### config.mk
export PLATFORM = sky130hd
export DESIGN_NAME = block_power_threshold_monitor
export DESIGN_NICKNAME = d
export VERILOG_FILES = /design/src/design/bptm_pkg.sv /design/src/design/bptm_fifo.sv /design/src/design/bptm_front.sv /design/src/design/bptm_back.sv /design/src/design/block_power_threshold_monitor.sv
export VERILOG_INCLUDE_DIRS = /design/src /design/src/design
export SDC_FILE = /design/constraint.sdc
export NUM_CORES = 1
export LEC_CHECK = 0
export BUFFER_PORTS_ARGS = -buffer_cell sky130_fd_sc_hd__buf_2
export CAP_MARGIN = 0
export CORE_UTILIZATION = 60
export CTS_CLUSTER_SIZE = 12
export DETAILED_ROUTE_END_ITERATION = 10
export PLACE_DENSITY = 0.9
export SYNTH_ARGS = -nofsm -noshare
export SYNTH_HDL_FRONTEND = slang
export SYNTH_SLANG_ARGS = --single-unit
### constraint.sdc
create_clock -name clk -period 12.9 [get_ports clk]
set_input_delay 2.58 -clock clk [delete_from_list [all_inputs] [get_ports clk]]
set_output_delay 2.58 -clock clk [all_outputs]
set_load 0.03 [all_outputs]
### src/design/block_power_threshold_monitor_macros.svh
// Assertion macros shared by the block power threshold monitor
`ifndef BLOCK_POWER_THRESHOLD_MONITOR_MACROS_SVH
`define BLOCK_POWER_THRESHOLD_MONITOR_MACROS_SVH

// Same-cycle implication, inactive while reset is asserted
`define BPTM_ASSERT_IMPL(label, ante, cons) \
  label: assert property (@(posedge clk) disable iff (!rst_n) (ante) |-> (cons)) \
    else $error("bptm assertion failed");

// Next-cycle implication, also checked across reset
`define BPTM_ASSERT_NEXT(label, ante, cons) \
  label: assert property (@(posedge clk) (ante) |=> (cons)) \
    else $error("bptm assertion failed");

`endif

### src/design/bptm_pkg.sv
// Shared types and constants of the block power threshold monitor
`timescale 1ns / 1ps
package bptm_pkg;

  localparam int SAMPLE_W      = 10;
  localparam int SQ_W          = 19;   // square of a 10-bit magnitude, at most 2^18
  localparam int POWER_W       = 19;
  localparam int BLOCK_SAMPLES = 128;
  localparam int BLOCK_SHIFT   = 7;    // log2 of BLOCK_SAMPLES
  localparam int POS_W         = 7;
  localparam int SQ_SUM_W      = SQ_W + BLOCK_SHIFT;
  localparam int THRESH_W      = 32;
  localparam int RAISE_W       = 4;
  localparam int ADDR_W        = 3;
  localparam int DATA_W        = 32;
  localparam int QUEUE_DEPTH   = 4;

  localparam logic [RAISE_W-1:0] RAISE_RESET = 4'd10;

  // request types on the input channel
  localparam logic REQ_SAMPLE    = 1'b0;
  localparam logic REQ_BURST_END = 1'b1;

  // result kinds
  localparam logic KIND_BLOCK = 1'b0;
  localparam logic KIND_BURST = 1'b1;

  // register index decoded from the word address
  localparam logic REG_THRESHOLD   = 1'b0;
  localparam logic REG_RAISE_AFTER = 1'b1;

  typedef struct packed {
    logic [THRESH_W-1:0] power_threshold;
    logic [RAISE_W-1:0]  raise_after;
  } cfg_t;

  typedef struct packed {
    logic full;
    logic empty;
  } fifo_stat_t;

  typedef struct packed {
    logic               result_kind;
    logic [POWER_W-1:0] power;
    logic               over_threshold;
    logic               raise_request;
  } result_t;

endpackage

### src/design/bptm_fifo.sv
// Small register queue between the front and back parts
`timescale 1ns / 1ps
module bptm_fifo #(
  parameter int WIDTH = 8,
  parameter int DEPTH = 4
) (
  input  logic                 clk,
  input  logic                 rst_n,
  input  logic                 push,
  input  logic [WIDTH-1:0]     push_data,
  input  logic                 pop,
  output logic [WIDTH-1:0]     pop_data,
  output bptm_pkg::fifo_stat_t stat
);

  localparam int PTR_W = $clog2(DEPTH);
  localparam int CNT_W = $clog2(DEPTH + 1);

  logic [WIDTH-1:0] mem [DEPTH];
  logic [PTR_W-1:0] wr_ptr_r, wr_ptr_nxt;
  logic [PTR_W-1:0] rd_ptr_r, rd_ptr_nxt;
  logic [CNT_W-1:0] count_r, count_nxt;

  assign stat.full  = (count_r == CNT_W'(DEPTH));
  assign stat.empty = (count_r == '0);
  assign pop_data   = mem[rd_ptr_r];

  // pointer wrap and occupancy
  always_comb begin
    wr_ptr_nxt = wr_ptr_r;
    rd_ptr_nxt = rd_ptr_r;
    count_nxt  = count_r;
    if (push) begin
      wr_ptr_nxt = (wr_ptr_r == PTR_W'(DEPTH - 1)) ? '0 : wr_ptr_r + 1'b1;
    end
    if (pop) begin
      rd_ptr_nxt = (rd_ptr_r == PTR_W'(DEPTH - 1)) ? '0 : rd_ptr_r + 1'b1;
    end
    if (push && !pop) begin
      count_nxt = count_r + 1'b1;
    end else if (pop && !push) begin
      count_nxt = count_r - 1'b1;
    end
  end

  always_ff @(posedge clk) begin
    if (!rst_n) begin
      wr_ptr_r <= '0;
      rd_ptr_r <= '0;
      count_r  <= '0;
    end else begin
      wr_ptr_r <= wr_ptr_nxt;
      rd_ptr_r <= rd_ptr_nxt;
      count_r  <= count_nxt;
    end
  end

  // storage, no reset
  always_ff @(posedge clk) begin
    if (push) begin
      mem[wr_ptr_r] <= push_data;
    end
  end

endmodule

### src/design/bptm_front.sv
// Front part: takes samples, squares and accumulates, builds queue entries
`timescale 1ns / 1ps
module bptm_front #(
  parameter int MAX_BLOCKS = 256
) (
  input  logic                                  clk,
  input  logic                                  rst_n,
  input  bptm_pkg::cfg_t                        cfg,
  input  logic                                  in_valid,
  output logic                                  in_stall,
  input  logic                                  in_req_type,
  input  logic signed [bptm_pkg::SAMPLE_W-1:0]  in_sample,
  input  bptm_pkg::fifo_stat_t                  q_stat,
  output logic                                  push,
  output logic [2+bptm_pkg::POWER_W+$clog2(MAX_BLOCKS)+$clog2(MAX_BLOCKS+1)-1:0] push_data
);

  localparam int CNT_W = $clog2(MAX_BLOCKS + 1);
  localparam int SUM_W = bptm_pkg::POWER_W + $clog2(MAX_BLOCKS);

  logic                                adv;
  logic [bptm_pkg::SAMPLE_W-1:0]       raw;
  logic [bptm_pkg::SAMPLE_W-1:0]       mag;
  logic [bptm_pkg::SQ_W-1:0]           sq;

  logic                                p_valid_r;
  logic                                p_kind_r;
  logic [bptm_pkg::SQ_W-1:0]           p_sq_r;

  logic [bptm_pkg::POS_W-1:0]          pos_r, pos_nxt;
  logic [bptm_pkg::SQ_SUM_W-1:0]       ssum_r, ssum_nxt;
  logic [SUM_W-1:0]                    bsum_r, bsum_nxt;
  logic [CNT_W-1:0]                    bcnt_r, bcnt_nxt;
  logic [bptm_pkg::RAISE_W-1:0]        quiet_r, quiet_nxt;
  logic                                hit_r, hit_nxt;

  logic [bptm_pkg::SQ_SUM_W-1:0]       sum_full;
  logic [bptm_pkg::POWER_W-1:0]        blk_power;
  logic                                over;
  logic [bptm_pkg::RAISE_W:0]          quiet_inc;
  logic                                raise;

  // magnitude and square of the incoming sample
  assign raw = $unsigned(in_sample);
  assign mag = raw[bptm_pkg::SAMPLE_W-1] ? (bptm_pkg::SAMPLE_W'(0) - raw) : raw;
  assign sq  = bptm_pkg::SQ_W'(mag) * bptm_pkg::SQ_W'(mag);

  // the stage moves unless it holds an item and the queue is full
  assign adv      = !p_valid_r || !q_stat.full;
  assign in_stall = !adv;

  // block and burst bookkeeping
  always_comb begin
    pos_nxt   = pos_r;
    ssum_nxt  = ssum_r;
    bsum_nxt  = bsum_r;
    bcnt_nxt  = bcnt_r;
    quiet_nxt = quiet_r;
    hit_nxt   = hit_r;
    push      = 1'b0;
    push_data = '0;

    sum_full  = ssum_r + bptm_pkg::SQ_SUM_W'(p_sq_r);
    blk_power = bptm_pkg::POWER_W'(sum_full >> bptm_pkg::BLOCK_SHIFT);
    over      = bptm_pkg::THRESH_W'(blk_power) >= cfg.power_threshold;
    quiet_inc = {1'b0, quiet_r} + 1'b1;
    raise     = quiet_inc > {1'b0, cfg.raise_after};

    if (p_valid_r && adv) begin
      if (p_kind_r == bptm_pkg::REQ_SAMPLE) begin
        if (pos_r == bptm_pkg::POS_W'(bptm_pkg::BLOCK_SAMPLES - 1)) begin
          // block complete
          push      = 1'b1;
          push_data = {bptm_pkg::KIND_BLOCK, over, SUM_W'(blk_power), CNT_W'(0)};
          pos_nxt   = '0;
          ssum_nxt  = '0;
          if (over) begin
            hit_nxt = 1'b1;
          end
          if (bcnt_r < CNT_W'(MAX_BLOCKS)) begin
            bsum_nxt = bsum_r + SUM_W'(blk_power);
            bcnt_nxt = bcnt_r + 1'b1;
          end
        end else begin
          pos_nxt  = pos_r + 1'b1;
          ssum_nxt = sum_full;
        end
      end else begin
        // burst end: hand sum and count to the back part for averaging
        push      = 1'b1;
        push_data = {bptm_pkg::KIND_BURST, raise && !hit_r, bsum_r, bcnt_r};
        bsum_nxt  = '0;
        bcnt_nxt  = '0;
        hit_nxt   = 1'b0;
        if (hit_r || raise) begin
          quiet_nxt = '0;
        end else begin
          quiet_nxt = quiet_inc[bptm_pkg::RAISE_W-1:0];
        end
      end
    end
  end

  always_ff @(posedge clk) begin
    if (!rst_n) begin
      p_valid_r <= 1'b0;
      pos_r     <= '0;
      ssum_r    <= '0;
      bsum_r    <= '0;
      bcnt_r    <= '0;
      quiet_r   <= '0;
      hit_r     <= 1'b0;
    end else begin
      if (adv) begin
        p_valid_r <= in_valid;
      end
      pos_r   <= pos_nxt;
      ssum_r  <= ssum_nxt;
      bsum_r  <= bsum_nxt;
      bcnt_r  <= bcnt_nxt;
      quiet_r <= quiet_nxt;
      hit_r   <= hit_nxt;
    end
  end

  // accepted request payload
  always_ff @(posedge clk) begin
    if (in_valid && adv) begin
      p_kind_r <= in_req_type;
      p_sq_r   <= sq;
    end
  end

endmodule

### src/design/bptm_back.sv
// Back part: drains the queue, divides burst sums, drives the result register
`timescale 1ns / 1ps
module bptm_back #(
  parameter int MAX_BLOCKS = 256
) (
  input  logic                  clk,
  input  logic                  rst_n,
  input  bptm_pkg::fifo_stat_t  q_stat,
  input  logic [2+bptm_pkg::POWER_W+$clog2(MAX_BLOCKS)+$clog2(MAX_BLOCKS+1)-1:0] q_data,
  output logic                  pop,
  output logic                  out_valid,
  input  logic                  out_stall,
  output bptm_pkg::result_t     res
);

  localparam int CNT_W   = $clog2(MAX_BLOCKS + 1);
  localparam int SUM_W   = bptm_pkg::POWER_W + $clog2(MAX_BLOCKS);
  localparam int ENTRY_W = 2 + SUM_W + CNT_W;
  localparam int STEP_W  = $clog2(SUM_W);

  typedef enum logic [2:0] {
    B_IDLE = 3'b001,
    B_DIV  = 3'b010,
    B_DONE = 3'b100
  } back_state_t;

  back_state_t         state_r, state_nxt;
  logic [SUM_W-1:0]    quo_r, quo_nxt;
  logic [CNT_W-1:0]    rem_r, rem_nxt;
  logic [CNT_W-1:0]    div_r, div_nxt;
  logic [STEP_W-1:0]   step_r, step_nxt;
  logic                flag_r, flag_nxt;
  logic                out_valid_r, out_valid_nxt;
  bptm_pkg::result_t   res_r, res_nxt;

  logic                e_kind;
  logic                e_flag;
  logic [SUM_W-1:0]    e_val;
  logic [CNT_W-1:0]    e_cnt;
  logic                out_free;
  logic                load;
  logic [CNT_W:0]      shifted;
  logic [CNT_W:0]      diff;
  logic                ge;

  assign e_kind = q_data[ENTRY_W-1];
  assign e_flag = q_data[ENTRY_W-2];
  assign e_val  = q_data[CNT_W +: SUM_W];
  assign e_cnt  = q_data[CNT_W-1:0];

  assign out_free  = !out_valid_r || !out_stall;
  assign out_valid = out_valid_r;
  assign res       = res_r;

  // one restoring division step per cycle
  assign shifted = {rem_r, quo_r[SUM_W-1]};
  assign diff    = shifted - {1'b0, div_r};
  assign ge      = shifted >= {1'b0, div_r};

  always_comb begin
    state_nxt = state_r;
    quo_nxt   = quo_r;
    rem_nxt   = rem_r;
    div_nxt   = div_r;
    step_nxt  = step_r;
    flag_nxt  = flag_r;
    res_nxt   = res_r;
    pop       = 1'b0;
    load      = 1'b0;

    case (state_r)
      B_IDLE: begin
        if (!q_stat.empty && out_free) begin
          pop = 1'b1;
          if (e_kind == bptm_pkg::KIND_BLOCK) begin
            load    = 1'b1;
            res_nxt = '{result_kind: bptm_pkg::KIND_BLOCK,
                        power: e_val[bptm_pkg::POWER_W-1:0],
                        over_threshold: e_flag, raise_request: 1'b0};
          end else if (e_cnt == '0) begin
            // empty burst reports zero
            load    = 1'b1;
            res_nxt = '{result_kind: bptm_pkg::KIND_BURST, power: '0,
                        over_threshold: 1'b0, raise_request: e_flag};
          end else begin
            quo_nxt   = e_val;
            div_nxt   = e_cnt;
            rem_nxt   = '0;
            step_nxt  = '0;
            flag_nxt  = e_flag;
            state_nxt = B_DIV;
          end
        end
      end
      B_DIV: begin
        rem_nxt = ge ? diff[CNT_W-1:0] : shifted[CNT_W-1:0];
        quo_nxt = {quo_r[SUM_W-2:0], ge};
        if (step_r == STEP_W'(SUM_W - 1)) begin
          state_nxt = B_DONE;
        end else begin
          step_nxt = step_r + 1'b1;
        end
      end
      B_DONE: begin
        if (out_free) begin
          load      = 1'b1;
          res_nxt   = '{result_kind: bptm_pkg::KIND_BURST,
                        power: quo_r[bptm_pkg::POWER_W-1:0],
                        over_threshold: 1'b0, raise_request: flag_r};
          state_nxt = B_IDLE;
        end
      end
      default: begin
        state_nxt = B_IDLE;
      end
    endcase

    // result register: filled on load, emptied when taken
    if (load) begin
      out_valid_nxt = 1'b1;
    end else if (out_valid_r && !out_stall) begin
      out_valid_nxt = 1'b0;
    end else begin
      out_valid_nxt = out_valid_r;
    end
  end

  always_ff @(posedge clk) begin
    if (!rst_n) begin
      state_r     <= B_IDLE;
      out_valid_r <= 1'b0;
    end else begin
      state_r     <= state_nxt;
      out_valid_r <= out_valid_nxt;
    end
  end

  // datapath, no reset
  always_ff @(posedge clk) begin
    quo_r  <= quo_nxt;
    rem_r  <= rem_nxt;
    div_r  <= div_nxt;
    step_r <= step_nxt;
    flag_r <= flag_nxt;
    res_r  <= res_nxt;
  end

endmodule

### src/design/block_power_threshold_monitor.sv
// Top level of the block power threshold monitor
// Usage:
//   Input channel (in_valid/in_stall): in_req_type 0 carries a signed 10-bit
//   sample, 1 marks a burst end. Every 128th sample yields a block result
//   (mean square, over-threshold flag); each burst end yields the average of
//   the first MAX_BLOCKS block powers of the burst and the raise flag.
//   Output channel (out_valid/out_stall) carries one result per request that
//   produces one, in request order.
//   Throughput: one request per cycle while in_stall is low. A block result
//   passes the input stage, the queue and the result register. A burst average
//   goes through a radix-2 divider in the back part, one quotient bit per
//   cycle: 19 + log2(MAX_BLOCKS) steps. A four-entry queue between the
//   front and the divider lets samples keep flowing while it runs; in_stall
//   rises only when that queue is full.
//   Receiver stall holds the result register; the queue then fills and
//   in_stall follows.
//   Reset (rst_n low, synchronous) empties the pipeline and the queue, clears
//   all accumulators, sets power_threshold to 0 and raise_after to 10.
//   Registers on the APB port: 0x0 power_threshold, 0x4 raise_after.
`timescale 1ns / 1ps
`include "block_power_threshold_monitor_macros.svh"
module block_power_threshold_monitor #(
  parameter int MAX_BLOCKS = 256
) (
  input  logic                                 clk,
  input  logic                                 rst_n,
  // configuration port
  input  logic                                 psel,
  input  logic                                 penable,
  input  logic                                 pwrite,
  input  logic [bptm_pkg::ADDR_W-1:0]          paddr,
  input  logic [bptm_pkg::DATA_W-1:0]          pwdata,
  output logic [bptm_pkg::DATA_W-1:0]          prdata,
  output logic                                 pready,
  // request channel
  input  logic                                 in_valid,
  output logic                                 in_stall,
  input  logic                                 in_req_type,
  input  logic signed [bptm_pkg::SAMPLE_W-1:0] in_sample,
  // result channel
  output logic                                 out_valid,
  input  logic                                 out_stall,
  output logic                                 out_result_kind,
  output logic [bptm_pkg::POWER_W-1:0]         out_power,
  output logic                                 out_over_threshold,
  output logic                                 out_raise_request
);

  localparam int CNT_W   = $clog2(MAX_BLOCKS + 1);
  localparam int SUM_W   = bptm_pkg::POWER_W + $clog2(MAX_BLOCKS);
  localparam int ENTRY_W = 2 + SUM_W + CNT_W;

  logic [bptm_pkg::THRESH_W-1:0] thresh_r;
  logic [bptm_pkg::RAISE_W-1:0]  raise_after_r;
  logic                          cfg_wr;
  bptm_pkg::cfg_t                cfg;

  logic                          push;
  logic [ENTRY_W-1:0]            push_data;
  logic                          pop;
  logic [ENTRY_W-1:0]            pop_data;
  bptm_pkg::fifo_stat_t          q_stat;
  bptm_pkg::result_t             res;
  logic                          flags_ok;

  // register writes
  assign pready = 1'b1;
  assign cfg_wr = psel && penable && pwrite;

  always_ff @(posedge clk) begin
    if (!rst_n) begin
      thresh_r      <= '0;
      raise_after_r <= bptm_pkg::RAISE_RESET;
    end else if (cfg_wr) begin
      case (paddr[2])
        bptm_pkg::REG_THRESHOLD:   thresh_r      <= pwdata;
        bptm_pkg::REG_RAISE_AFTER: raise_after_r <= pwdata[bptm_pkg::RAISE_W-1:0];
        default: begin
        end
      endcase
    end
  end

  // register reads
  always_comb begin
    case (paddr[2])
      bptm_pkg::REG_THRESHOLD:   prdata = thresh_r;
      bptm_pkg::REG_RAISE_AFTER: prdata = bptm_pkg::DATA_W'(raise_after_r);
      default:                   prdata = '0;
    endcase
  end

  assign cfg.power_threshold = thresh_r;
  assign cfg.raise_after     = raise_after_r;

  bptm_front #(
    .MAX_BLOCKS (MAX_BLOCKS)
  ) u_front (
    .clk         (clk),
    .rst_n       (rst_n),
    .cfg         (cfg),
    .in_valid    (in_valid),
    .in_stall    (in_stall),
    .in_req_type (in_req_type),
    .in_sample   (in_sample),
    .q_stat      (q_stat),
    .push        (push),
    .push_data   (push_data)
  );

  bptm_fifo #(
    .WIDTH (ENTRY_W),
    .DEPTH (bptm_pkg::QUEUE_DEPTH)
  ) u_fifo (
    .clk       (clk),
    .rst_n     (rst_n),
    .push      (push),
    .push_data (push_data),
    .pop       (pop),
    .pop_data  (pop_data),
    .stat      (q_stat)
  );

  bptm_back #(
    .MAX_BLOCKS (MAX_BLOCKS)
  ) u_back (
    .clk       (clk),
    .rst_n     (rst_n),
    .q_stat    (q_stat),
    .q_data    (pop_data),
    .pop       (pop),
    .out_valid (out_valid),
    .out_stall (out_stall),
    .res       (res)
  );

  assign out_result_kind    = res.result_kind;
  assign out_power          = res.power;
  assign out_over_threshold = res.over_threshold;
  assign out_raise_request  = res.raise_request;

  // block results never carry a raise, burst results never an over flag
  assign flags_ok = (out_result_kind == bptm_pkg::KIND_BLOCK) ? !out_raise_request
                                                              : !out_over_threshold;

  // checks
  `BPTM_ASSERT_IMPL(a_stall_only_when_full, in_stall, q_stat.full)
  `BPTM_ASSERT_IMPL(a_flags_match_kind, out_valid, flags_ok)
  `BPTM_ASSERT_IMPL(a_block_power_range, out_valid && !out_result_kind, out_power <= 19'd262144)
  `BPTM_ASSERT_NEXT(a_reset_empties, !rst_n, !out_valid && !in_stall && q_stat.empty)

endmodule
==> out/qor.yml <==
grt:
  grt_pass1_vias: 15000
  overflow: 0
  antenna_found_initial: 0
  grt_max_degree: 79
  grt_pass1_wl_mm: 75.2
  grtUsageTotal: 0.266
timing:
  period_share: 0.676
  grt_setup_unrepaired: "false"
  skew_ps: 13.6
  slew_viol_final: 0
  tns_ps: 0
  period_needed_ps: 8720
  hold_violations: 0
  whs_ps: 452
  slew_headroom: 0.221
  tightest_slew_ps: 1170
  setup_violations: 0
  max_freq_mhz: 115
setup_path:
  crit_start: "in_sample[0]"
  cp.arrival_ps: 9020
  crit_type: "primary input to flop"
  r2r_cells: 15
  crit_path_end_kind: "flop"
  path_cells: "buf_2, inv_1, ha_1, and2b_1, xor2_1, nand2_1, fa_1, fa_1, inv_1, ha_1, fa_1, inv_1, fa_1, inv_1, ha_1, a2111oi_0, o211ai_1, o211ai_1, o2111ai_1, o31ai_2, nand3_1, o311ai_0"
  rrSetupSlack_ps: 7910
  r2r_end: "u_front.bsum_r[18]"
  rr_startpoint: "u_front.p_sq_r[5]"
  start_kind: "primary input"
  path_max_fanout: 9
  cp.required_ps: 13200
  cpMaxStageDelayCell: "xor2_1"
  critical-path-max-stage-delay_ps: 590
min_path:
  hold_start: "thresh_r[2]"
  hold_depth: 2
  hold_end: "thresh_r[2]"
  hp-class: "flop to flop"
synth:
  async_flop_share: 0
  synth-seq-cells: 368
  synth_edf_count: 244
  synth_top_cell_area_share: 0.358
  ys_seq_area_frac: 0.480
  synthFlopType: "edfxtp_1"
  synth_cell_types: 86
  synth_area_per_cell_sq_um: 10.5
  yosysTopAreaCell: "edfxtp_1"
  yosysWarningCount: 0
  synth_common_cells: "nand2_1 (311), edfxtp_1 (244), inv_1 (152), nor2_1 (141), ha_1 (128)"
  synthesis.area_sq_mm: 0.0204
  synth_area_leaders: "edfxtp_1 (36%), dfxtp_1 (12%), ha_1 (7.8%)"
  synth_cells: 1947
  synth_most_common_cell: "nand2_1"
drt:
  viasPerCell: 6.10
  wirelength_mm: 46.8
  drt-initial-drc-count: 1508
  vias: 15400
  drc: 0
  avgRoutedWirePerCell_um: 18.6
  drt_first_pass_iters: 5
  final_antenna_net_count: 0
power:
  vdd_ir_drop_max_v: 0.000187
  leakagePower_nw: 9.29
  powerDensity_mw_per_mm2: 217
clock_network:
  clk_latency_ps: 540
  cts.path.max_buffers: 3
  cts_num_sinks: 368
  htreeDepth: 2
  root_buffer: "clkbuf_16"
  clk_pin_slew_ps: 60
  numCtsBuffers: 39
  cts_tree: "done"
  cts_setup_buffers: 0
  cts.hold.buffers_added: 0
  post_cts_resize_count: 0
outcome:
  status: "finished, final reports clean"
die:
  initial_core_util: 0.610
  die_h_um: 187
  core_area_sq_mm: 0.0335
  die_x_um: 187
  die-area_sq_mm: 0.0348
  pin_count: 110
  rows: 67
finish:
  antenna_cells: 0
  drive_gt1_frac: 0.118
  nets: 2274
  final_util: 0.675
  final_area_sq_mm: 0.0226
  synthToLayoutAreaGrowth_pct: 10.7
  nFillCells: 2319
flow_run:
  drv_cap: 0
placement:
  place_area_sq_mm: 0.0214
  gp_congestion: 0.923
  dp_hpwl_mm: 31.7
  io_buffer_count: 106
-- layout by cell type (no fill, tap or decap), types with 19 or more instances in the layout --
| cell | count |
|---|---|
| clkbuf_16 | 39 |
| edfxtp_1 | 244 |
| xnor2_1 | 46 |
| dfxtp_1 | 123 |
| fa_1 | 49 |
| a21o_1 | 33 |
| inv_1 | 152 |
| o21a_1 | 24 |
| xor2_1 | 32 |
| nor2b_1 | 27 |
| ha_1 | 128 |
| nor3_1 | 23 |
| and3_1 | 26 |
| a21oi_1 | 111 |
| or3_1 | 19 |
| nor2_1 | 138 |
| nand2_1 | 311 |
| a22o_1 | 25 |
| buf_2 | 106 |
| o21ai_0 | 56 |
| mux4_2 | 37 |
| nand3_1 | 58 |
-- logic make-up (layout without fill, tap and decap cells) --
| logic type | count (synthesis) | in the layout | share of synthesized area |
|---|---|---|---|
| flops | 368 | 368 | 0.480 |
| mux | 51 | 51 | 0.0480 |
| compound gates | 366 | 366 | 0.120 |
| buf+inv | 227 | 347 | 0.0428 |
| other cells | 2 | 8 | 0.000367 |
| fa+ha+maj | 177 | 177 | 0.126 |
| xor+xnor | 78 | 78 | 0.0334 |
| simple gates | 678 | 678 | 0.149 |
-- cell type report --
type | instances | area, sq um | share of cell area
inverter | 154 | 578 | 0.0255
multi-input combinational | 1358 | 9800 | 0.433
sequential | 368 | 9810 | 0.433
tap | 448 | 561 | 0.0248
clock inverter | 8 | 109 | 0.00481
timing repair buffer | 123 | 658 | 0.0291
clock buffer | 62 | 1120 | 0.0496
-- how the worst max path moves through the flow --
stage                              end  slack, ps  cells after the start
finish              u_front.p_sq_r[17]       4180                     22
global route        u_front.p_sq_r[17]       3860                     22
CTS                 u_front.p_sq_r[17]       4280                     22
detailed placement  u_front.p_sq_r[17]       3740                     22
global placement    u_front.p_sq_r[17]       4010                     21
floorplan           u_front.p_sq_r[18]       4650                     23
-- worst max-delay path, delay by kind of cell --
family,cells,cell delay [ps]
AOI/OAI and AO/OA,6,1550
xor gates and xnor gates,1,590
adders and majority gates,7,3130
buffers and inverters,5,540
and+or+nand+nor,3,630
-- metal layers --
metal	share of wire	up-vias	global-route usage
li1	-	7101	-
met1	0.40	7413	0.348
met2	0.48	754	0.450
met3	0.082	113	0.0421
met4	0.029	0	0.0971
met5	0	-	0
-- through the flow --
step	power, mW	std cells	setup WS (ps)
floorplan	3.29	1953	4650
global placement	3.67	2451	4010
detailed placement	3.79	2451	3740
CTS	4.90	2521	4280
global route	5.21	2521	3860
finish	4.92	2521	4180
-- power breakdown --
| part | leakage (nW) | internal, mW | switching, mW |
|---|---|---|---|
| Sequential | 3.20 | 1.54 | 0.0920 |
| Combinational | 5.50 | 0.872 | 1.34 |
| Clock | 0.597 | 0.622 | 0.455 |
| Total | 9.29 | 3.03 | 1.89 |
-- flip-flops by register name, summed over array words and instances, names as in the netlist, named ones only --
name               flops
raise_after_r          4
thresh_r              32
u_back.div_r           9
u_back.flag_r          1
u_back.out_valid       1
u_back.quo_r          27
u_back.rem_r           9
u_back.res            22
u_back.state_r         3
u_back.step_r          5
u_fifo.count_r         3
u_fifo.mem           152
u_fifo.rd_ptr_r        2
u_fifo.wr_ptr_r        2
u_front.bcnt_r         9
u_front.bsum_r        27
u_front.hit_r          1
u_front.p_kind_r       1
u_front.p_sq_r        18
u_front.p_valid_r      1
u_front.pos_r          7
u_front.quiet_r        4
u_front.ssum_r        26
Note: power is estimated with default switching activity, not from simulation.
